### config.mk
export PLATFORM = sky130hd
export DESIGN_NAME = tcw_ctrl
export DESIGN_NICKNAME = d
export VERILOG_FILES = /design/src/rtl/tcw_pkg.sv /design/src/rtl/tcw_ctrl.sv
export SDC_FILE = /design/constraint.sdc
export NUM_CORES = 1
export LEC_CHECK = 0
export ABC_AREA = 1
export ABC_CLOCK_PERIOD_IN_PS = 6680
export BUFFER_PORTS_ARGS = -buffer_cell sky130_fd_sc_hd__buf_2
export CAP_MARGIN = 20
export CORE_MARGIN = 2
export CORE_UTILIZATION = 54
export CTS_CLUSTER_SIZE = 24
export DETAILED_ROUTE_END_ITERATION = 12
export GPL_TIMING_DRIVEN = 0
export PLACE_DENSITY = 0.82
export SYNTH_ARGS = -nofsm -noshare
export SYNTH_HDL_FRONTEND = slang
export SYNTH_SLANG_ARGS = --single-unit
export TNS_END_PERCENT = 10
### constraint.sdc
create_clock -name clk -period 6.68 [get_ports clk]
set_input_delay 1.336 -clock clk [delete_from_list [all_inputs] [get_ports clk]]
set_output_delay 1.336 -clock clk [all_outputs]
set_load 0.005 [all_outputs]
### src/rtl/tcw_pkg.sv
package tcw_pkg;

    localparam int DEF_COLUMNS   = 80;
    localparam int DEF_ROWS      = 25;
    localparam int DEF_TAB_WIDTH = 8;

    localparam int CELL_W = 16;

    localparam logic [7:0] RESET_ATTR = 8'h0F;
    localparam logic [7:0] BLANK_CHAR = 8'h20;
    localparam logic [7:0] PRINT_LO   = 8'h20;
    localparam logic [7:0] PRINT_HI   = 8'h7F;

    localparam logic [7:0] CH_BS  = 8'h08;
    localparam logic [7:0] CH_TAB = 8'h09;
    localparam logic [7:0] CH_LF  = 8'h0A;
    localparam logic [7:0] CH_CR  = 8'h0D;

    localparam logic ACT_PUT  = 1'b0;
    localparam logic ACT_READ = 1'b1;

    // Packed so that cursor_col sits in the lowest bits.
    typedef struct packed {
        logic [15:0] read_data;
        logic        scrolled;
        logic [10:0] cursor_location;
        logic [4:0]  cursor_row;
        logic [6:0]  cursor_col;
    } tcw_result_t;

endpackage

### src/rtl/tcw_ctrl.sv
module tcw_ctrl
    import tcw_pkg::*;
#(
    parameter int COLUMNS   = DEF_COLUMNS,
    parameter int ROWS      = DEF_ROWS,
    parameter int TAB_WIDTH = DEF_TAB_WIDTH,
    localparam int ADDR_W   = $clog2(ROWS * COLUMNS)
)
(
    input  logic              clk,
    input  logic              rst_n,
    input  logic              s_tvalid,
    output logic              s_tready,
    input  logic              action,
    input  logic [7:0]        char_code,
    input  logic [10:0]       cell_index,
    input  logic              cfg_tvalid,
    input  logic [7:0]        cfg_tdata,
    input  logic              out_space,
    output logic              res_valid,
    output tcw_result_t       res,
    output logic              mem_we,
    output logic [ADDR_W-1:0] mem_waddr,
    output logic [CELL_W-1:0] mem_wdata,
    output logic              mem_re,
    output logic [ADDR_W-1:0] mem_raddr,
    input  logic [CELL_W-1:0] mem_rdata
);

    localparam int CELLS      = ROWS * COLUMNS;
    localparam int MOVE_CELLS = (ROWS - 1) * COLUMNS;
    localparam int COL_W      = $clog2(COLUMNS);
    localparam int NCOL_W     = $clog2(COLUMNS + TAB_WIDTH);
    localparam int ROW_W      = $clog2(ROWS);
    localparam int NROW_W     = $clog2(ROWS + 1);

    localparam logic [2:0] ST_IDLE  = 3'd0;
    localparam logic [2:0] ST_CLEAR = 3'd1;
    localparam logic [2:0] ST_READ  = 3'd2;
    localparam logic [2:0] ST_MOVE  = 3'd3;
    localparam logic [2:0] ST_FILL  = 3'd4;

    logic [2:0]        state_reg, state_next;
    logic [COL_W-1:0]  col_reg, col_next;
    logic [ROW_W-1:0]  row_reg, row_next;
    logic [ADDR_W-1:0] scan_reg, scan_next;
    logic              pend_reg, pend_next;
    logic [ADDR_W-1:0] pend_addr_reg, pend_addr_next;
    logic              oor_reg, oor_next;
    logic [7:0]        attr_reg, attr_next;

    logic [NCOL_W-1:0] tab_stop [COLUMNS];
    logic [NCOL_W-1:0] ncol;
    logic [NROW_W-1:0] nrow;
    logic              printable;
    logic              need_scroll;
    logic [COL_W-1:0]  put_col;
    logic [ROW_W-1:0]  put_row;
    logic              accept;
    logic [COL_W-1:0]  sel_col;
    logic [ROW_W-1:0]  sel_row;
    logic [31:0]       col_wide;
    logic [31:0]       row_wide;
    logic [31:0]       loc_wide;
    logic              res_scrolled;
    logic [CELL_W-1:0] res_data;

    for (genvar g = 0; g < COLUMNS; g++)
    begin : g_tab
        localparam int STOP = (g / TAB_WIDTH + 1) * TAB_WIDTH;
        assign tab_stop[g] = NCOL_W'(STOP);
    end

    assign s_tready = (state_reg == ST_IDLE) && out_space;
    assign accept   = s_tvalid && s_tready;

    // Cursor update for one put byte, including the wrap and scroll checks.
    always_comb
    begin
        ncol      = NCOL_W'(col_reg);
        nrow      = NROW_W'(row_reg);
        printable = 1'b0;
        unique case (char_code)
            CH_BS:
            begin
                if (col_reg != '0)
                begin
                    ncol = ncol - NCOL_W'(1);
                end
            end
            CH_TAB:
            begin
                ncol = tab_stop[col_reg];
            end
            CH_CR:
            begin
                ncol = '0;
            end
            CH_LF:
            begin
                ncol = '0;
                nrow = nrow + NROW_W'(1);
            end
            default:
            begin
                if (char_code >= PRINT_LO && char_code <= PRINT_HI)
                begin
                    printable = 1'b1;
                    ncol      = ncol + NCOL_W'(1);
                end
            end
        endcase
        if (32'(ncol) >= COLUMNS)
        begin
            ncol = '0;
            nrow = nrow + NROW_W'(1);
        end
        need_scroll = (32'(nrow) >= ROWS);
        if (need_scroll)
        begin
            nrow = NROW_W'(ROWS - 1);
        end
        put_col = COL_W'(ncol);
        put_row = ROW_W'(nrow);
    end

    always_comb
    begin
        state_next     = state_reg;
        col_next       = col_reg;
        row_next       = row_reg;
        scan_next      = scan_reg;
        pend_next      = (state_reg == ST_MOVE);
        pend_addr_next = pend_addr_reg;
        oor_next       = oor_reg;
        attr_next      = cfg_tvalid ? cfg_tdata : attr_reg;

        mem_we       = 1'b0;
        mem_waddr    = scan_reg;
        mem_wdata    = {attr_reg, BLANK_CHAR};
        mem_re       = 1'b0;
        mem_raddr    = scan_reg + ADDR_W'(COLUMNS);
        res_valid    = 1'b0;
        res_scrolled = 1'b0;
        res_data     = '0;
        sel_col      = col_reg;
        sel_row      = row_reg;

        // A moved cell is written in the cycle after its read was issued.
        if (pend_reg)
        begin
            mem_we    = 1'b1;
            mem_waddr = pend_addr_reg;
            mem_wdata = mem_rdata;
        end

        unique case (state_reg)
            ST_CLEAR:
            begin
                mem_we    = 1'b1;
                mem_wdata = {RESET_ATTR, BLANK_CHAR};
                if (scan_reg == ADDR_W'(CELLS - 1))
                begin
                    state_next = ST_IDLE;
                end
                else
                begin
                    scan_next = scan_reg + ADDR_W'(1);
                end
            end
            ST_IDLE:
            begin
                if (accept)
                begin
                    if (action == ACT_READ)
                    begin
                        mem_re     = 1'b1;
                        mem_raddr  = ADDR_W'(cell_index);
                        oor_next   = (32'(cell_index) >= CELLS);
                        state_next = ST_READ;
                    end
                    else
                    begin
                        if (printable)
                        begin
                            mem_we    = 1'b1;
                            mem_waddr = ADDR_W'(32'(row_reg) * COLUMNS + 32'(col_reg));
                            mem_wdata = {attr_reg, char_code};
                        end
                        col_next = put_col;
                        row_next = put_row;
                        if (need_scroll)
                        begin
                            scan_next  = '0;
                            state_next = ST_MOVE;
                        end
                        else
                        begin
                            res_valid = 1'b1;
                            sel_col   = put_col;
                            sel_row   = put_row;
                        end
                    end
                end
            end
            ST_READ:
            begin
                res_valid  = 1'b1;
                res_data   = oor_reg ? '0 : mem_rdata;
                state_next = ST_IDLE;
            end
            ST_MOVE:
            begin
                mem_re         = 1'b1;
                pend_addr_next = scan_reg;
                if (scan_reg == ADDR_W'(MOVE_CELLS - 1))
                begin
                    scan_next  = ADDR_W'(MOVE_CELLS);
                    state_next = ST_FILL;
                end
                else
                begin
                    scan_next = scan_reg + ADDR_W'(1);
                end
            end
            ST_FILL:
            begin
                if (!pend_reg)
                begin
                    mem_we = 1'b1;
                    if (scan_reg == ADDR_W'(CELLS - 1))
                    begin
                        res_valid    = 1'b1;
                        res_scrolled = 1'b1;
                        state_next   = ST_IDLE;
                    end
                    else
                    begin
                        scan_next = scan_reg + ADDR_W'(1);
                    end
                end
            end
            default:
            begin
                state_next = ST_IDLE;
            end
        endcase
    end

    always_comb
    begin
        col_wide = 32'(sel_col);
        row_wide = 32'(sel_row);
        loc_wide = row_wide * COLUMNS + col_wide;
        res.cursor_col      = col_wide[6:0];
        res.cursor_row      = row_wide[4:0];
        res.cursor_location = loc_wide[10:0];
        res.scrolled        = res_scrolled;
        res.read_data       = res_data;
    end

    always_ff @(posedge clk or negedge rst_n)
    begin
        if (!rst_n)
        begin
            state_reg <= ST_CLEAR;
            col_reg   <= '0;
            row_reg   <= '0;
            scan_reg  <= '0;
            pend_reg  <= 1'b0;
            oor_reg   <= 1'b0;
            attr_reg  <= RESET_ATTR;
        end
        else
        begin
            state_reg <= state_next;
            col_reg   <= col_next;
            row_reg   <= row_next;
            scan_reg  <= scan_next;
            pend_reg  <= pend_next;
            oor_reg   <= oor_next;
            attr_reg  <= attr_next;
        end
    end

    always_ff @(posedge clk)
    begin
        pend_addr_reg <= pend_addr_next;
    end

endmodule

==> impl_metrics.tcl <==
set metrics [dict create \
    status "complete, no violations" \
    wirelength_um 13730 \
    firstDrtPassIters 5 \
    fin_tns_setup_ns 0 \
    port_buffers 130 \
    synth_mux_area_share_pct 0.9026 \
    final_antenna_net_count 0 \
    clkTransAtPathRegs_ns 0.09 \
    grt_antenna_before_repair 0 \
    clk_latency_ns 0.30 \
    dpl.hpwl_um 11010 \
    synth_top_family_by_area "simple AND/OR/NAND/NOR gates" \
    cts.sinks 47 \
    synth_seq_area_share_pct 26.25 \
    worstHoldPathType "reg -> reg" \
    clk_path_buf_depth 2 \
    grt_overflow 0 \
    synthSimpleGateAreaFrac_pct 29.25 \
    final_cell_count_no_fill 937 \
    syn_to_final_growth_pct 20.87 \
    finClkSkew_ns 0.008718 \
    synth_seq_cells 47 \
    drt_iter0_drc 241 \
    ios 131 \
    dp_cells 926 \
    hold_slack_ns 0.4611 \
    syn-instance-count 687 \
    synthDistinctLibCells 47 \
    worstSetupEndpointType "primary output" \
    ys_dominant_reg_cell "dfrtp_1" \
    synthAdderAreaFrac_pct 9.663 \
    tightest_slew_ns 0.8215 \
    synth_area_leader_cell "dfrtp_1" \
    required_ns 5.34 \
    grt_usage_pct 28.25 \
    syn_area_um2 4713 \
    cts_tree "yes" \
    synth_edf_count 11 \
    vias 5128 \
    avgSynthCellArea_um2 6.861 \
    critical_path_class "in -> out" \
    htree_levels 2 \
    viasPerCell 5.473 \
    drc_errors 0 \
    grt_pass1_wl_um 22470 \
    worst-path-max-fanout 10 \
    grt_pass1_vias 4762 \
    wl_per_cell_um 14.65 \
    synthesis.nets 770 \
    die_x_um 97.43 \
    p_leak_nw 2.993 \
    timing.fmax_ghz 0.1543 \
    ir_worst_vdd_uv 148.6 \
    numCtsBuffers 5 \
    cts_root_buf "clkbuf_8" \
    post-route-period-util_pct 97.00 \
    synth.area.top_cells "dfrtp_1 16%, nand2_1 14%, ha_1 8.0%" \
    dieArea_um2 9492 \
    synth_xor_area_share_pct 5.946 \
    finalSetupViolations 0 \
    total_power_mw 1.878 \
    maxSlewViolCount 0 \
    diodes 0 \
    final_nets 911 \
    core_area_um2 8593 \
    synth_compound_area_share_pct 17.33 \
    synthArstFlopShare_pct 76.60 \
    yosys_warnings 0 \
    initial_core_util_pct 54.85 \
    die_h_um 97.43 \
    cap_viol_max_count 0 \
    drive_above_1_share_pct 25.57 \
    p_per_area_nw_per_um2 329.7 \
    rows 34 \
    worst_setup_path_start_kind "primary input" \
    relSlewSlack_pct 45.23 \
    hold_viol 0 \
    grt_max_degree 37 \
    synth_top_area_share_pct 16.46 \
    place_congestion 0.9998 \
    period_minus_slack_ns 6.480 \
    cp.arrival_ns 5.14 \
]
[cells in the mapped netlist (all sizes together), types with 11 or more instances]
cell and instances:
nand2 186, inv 93, o21ai 81, nand3 33, buf 13, a21oi 23, clkbuf 12, nor2 73
ha 30, edfxtp 11, dfrtp 31, xor2 26
[layout by cell type, fill, tap and decap left out, drive strengths merged, types with 2 or more instances in the layout]
cell type  Yosys  layout
nand3         33      33
mux2           2       2
nor4           2       2
mux2i          2       2
a21o           2       2
ha            30      30
a32oi          2       2
edfxtp        11      11
xnor2          6       6
o22ai          3       3
dfstp          5       5
clkbuf        12      17
nor3           7       7
nand2        186     186
nor2          73      73
nand4         10      10
o32ai          7       7
inv           93      93
xor2          26      26
clkinv         3       5
o31ai          3       3
fa             4       4
a31oi          5       5
buf           13     147
o21ai         81      81
a21oi         23      23
o211ai         7       7
dfrtp         31      31
[area by class of cell]
cell class,instances,area (um^2)
Sequential cell,47,1237
Timing Repair Buffer,134,684.4
Multi-Input combinational cell,519,3045
Clock inverter,3,15.01
Inverter,96,365.4
Clock buffer,5,68.82
Fill cell,796,2897
Tap cell,108,135.1
Buffer,25,145.1
[critical path, stage by stage]
cell,delay (ns)
buf_2,0.13
o21bai_1,0.43
nor2_1,0.17
nand2_1,0.09
nand2_1,0.05
nand3_1,0.10
nand2_1,0.10
nand2_4,0.10
nand2_4,0.10
inv_4,0.12
nand2_1,0.08
o21ai_2,0.08
inv_2,0.08
nand3_4,0.13
nand2_4,0.08
buf_6,0.16
a21oi_4,0.17
ha_1,0.26
ha_1,0.23
fa_2,0.37
xor2_2,0.19
nand3_1,0.12
xor2_1,0.18
xnor2_1,0.16
buf_2,0.13
[worst paths after layout]
kind                                         start                    endpoint  slack (ns)  depth (start not counted)
max reg2reg                 col_reg[4]$_DFFE_PN0P_     scan_reg[4]$_DFFE_PN0P_        3.83                         17
max in group asynchronous                    rst_n      col_reg[0]$_DFFE_PN0P_        5.04                          1
min in group asynchronous                    rst_n     scan_reg[0]$_DFFE_PN0P_        1.12                          1
max                                   char_code[6]                     res[22]        0.20                         25
min                        scan_reg[6]$_DFFE_PN0P_  pend_addr_reg[6]$_DFFE_PP_        0.46                          0
min reg2reg                scan_reg[6]$_DFFE_PN0P_  pend_addr_reg[6]$_DFFE_PP_        0.46                          0
[power by group]
group / internal, mW / leakage, nW / total (mW) / switching, mW
combinational: 0.514 / 2.38 / 1.29 / 0.777
sequential: 0.348 / 0.576 / 0.420 / 0.0728
clock: 0.0712 / 0.0392 / 0.167 / 0.0961
total: 0.933 / 2.99 / 1.88 / 0.946
[layer usage]
metal	vias to the layer above	global-route usage, %	share of wire (%)
li1	2525	-	-
met1	2374	38.39	43
met2	201	48.06	49
met3	28	2.590	5.6
met4	0	8.333	2.2
met5	-	0	0
[cell families (layout without fill, tap and decap cells)]
kind of cell               Yosys count  after routing
AOI/OAI and AO/OA                  136            136
xor gates and xnor gates            32             32
adders and majority gates           34             34
buffers and inverters              121            263
DFF                                 47             47
muxes                                4              4
and+or+nand+nor                    313            313
[per-stage QoR]
stage | setup WS (ns) | util, % | cell area [um^2]
floorplan | 0.5018 | - | 4713
global placement | -0.2872 | 63.99 | 5499
detailed placement | -0.3928 | 64.12 | 5510
CTS | 0.01736 | 65.55 | 5633
global route | -0.002046 | 66.29 | 5697
finish | 0.2004 | 66.29 | 5697
[timing repair]
action | 4_1_cts | 5_1_grt
buffers inserted | 1 | 2
pin swaps | 0 | 1
setup endpoints to repair | 3 | 2
hold buffers | 0 | 0
resized for setup | 9 | 12
Note: power is estimated with default switching activity, not from simulation.
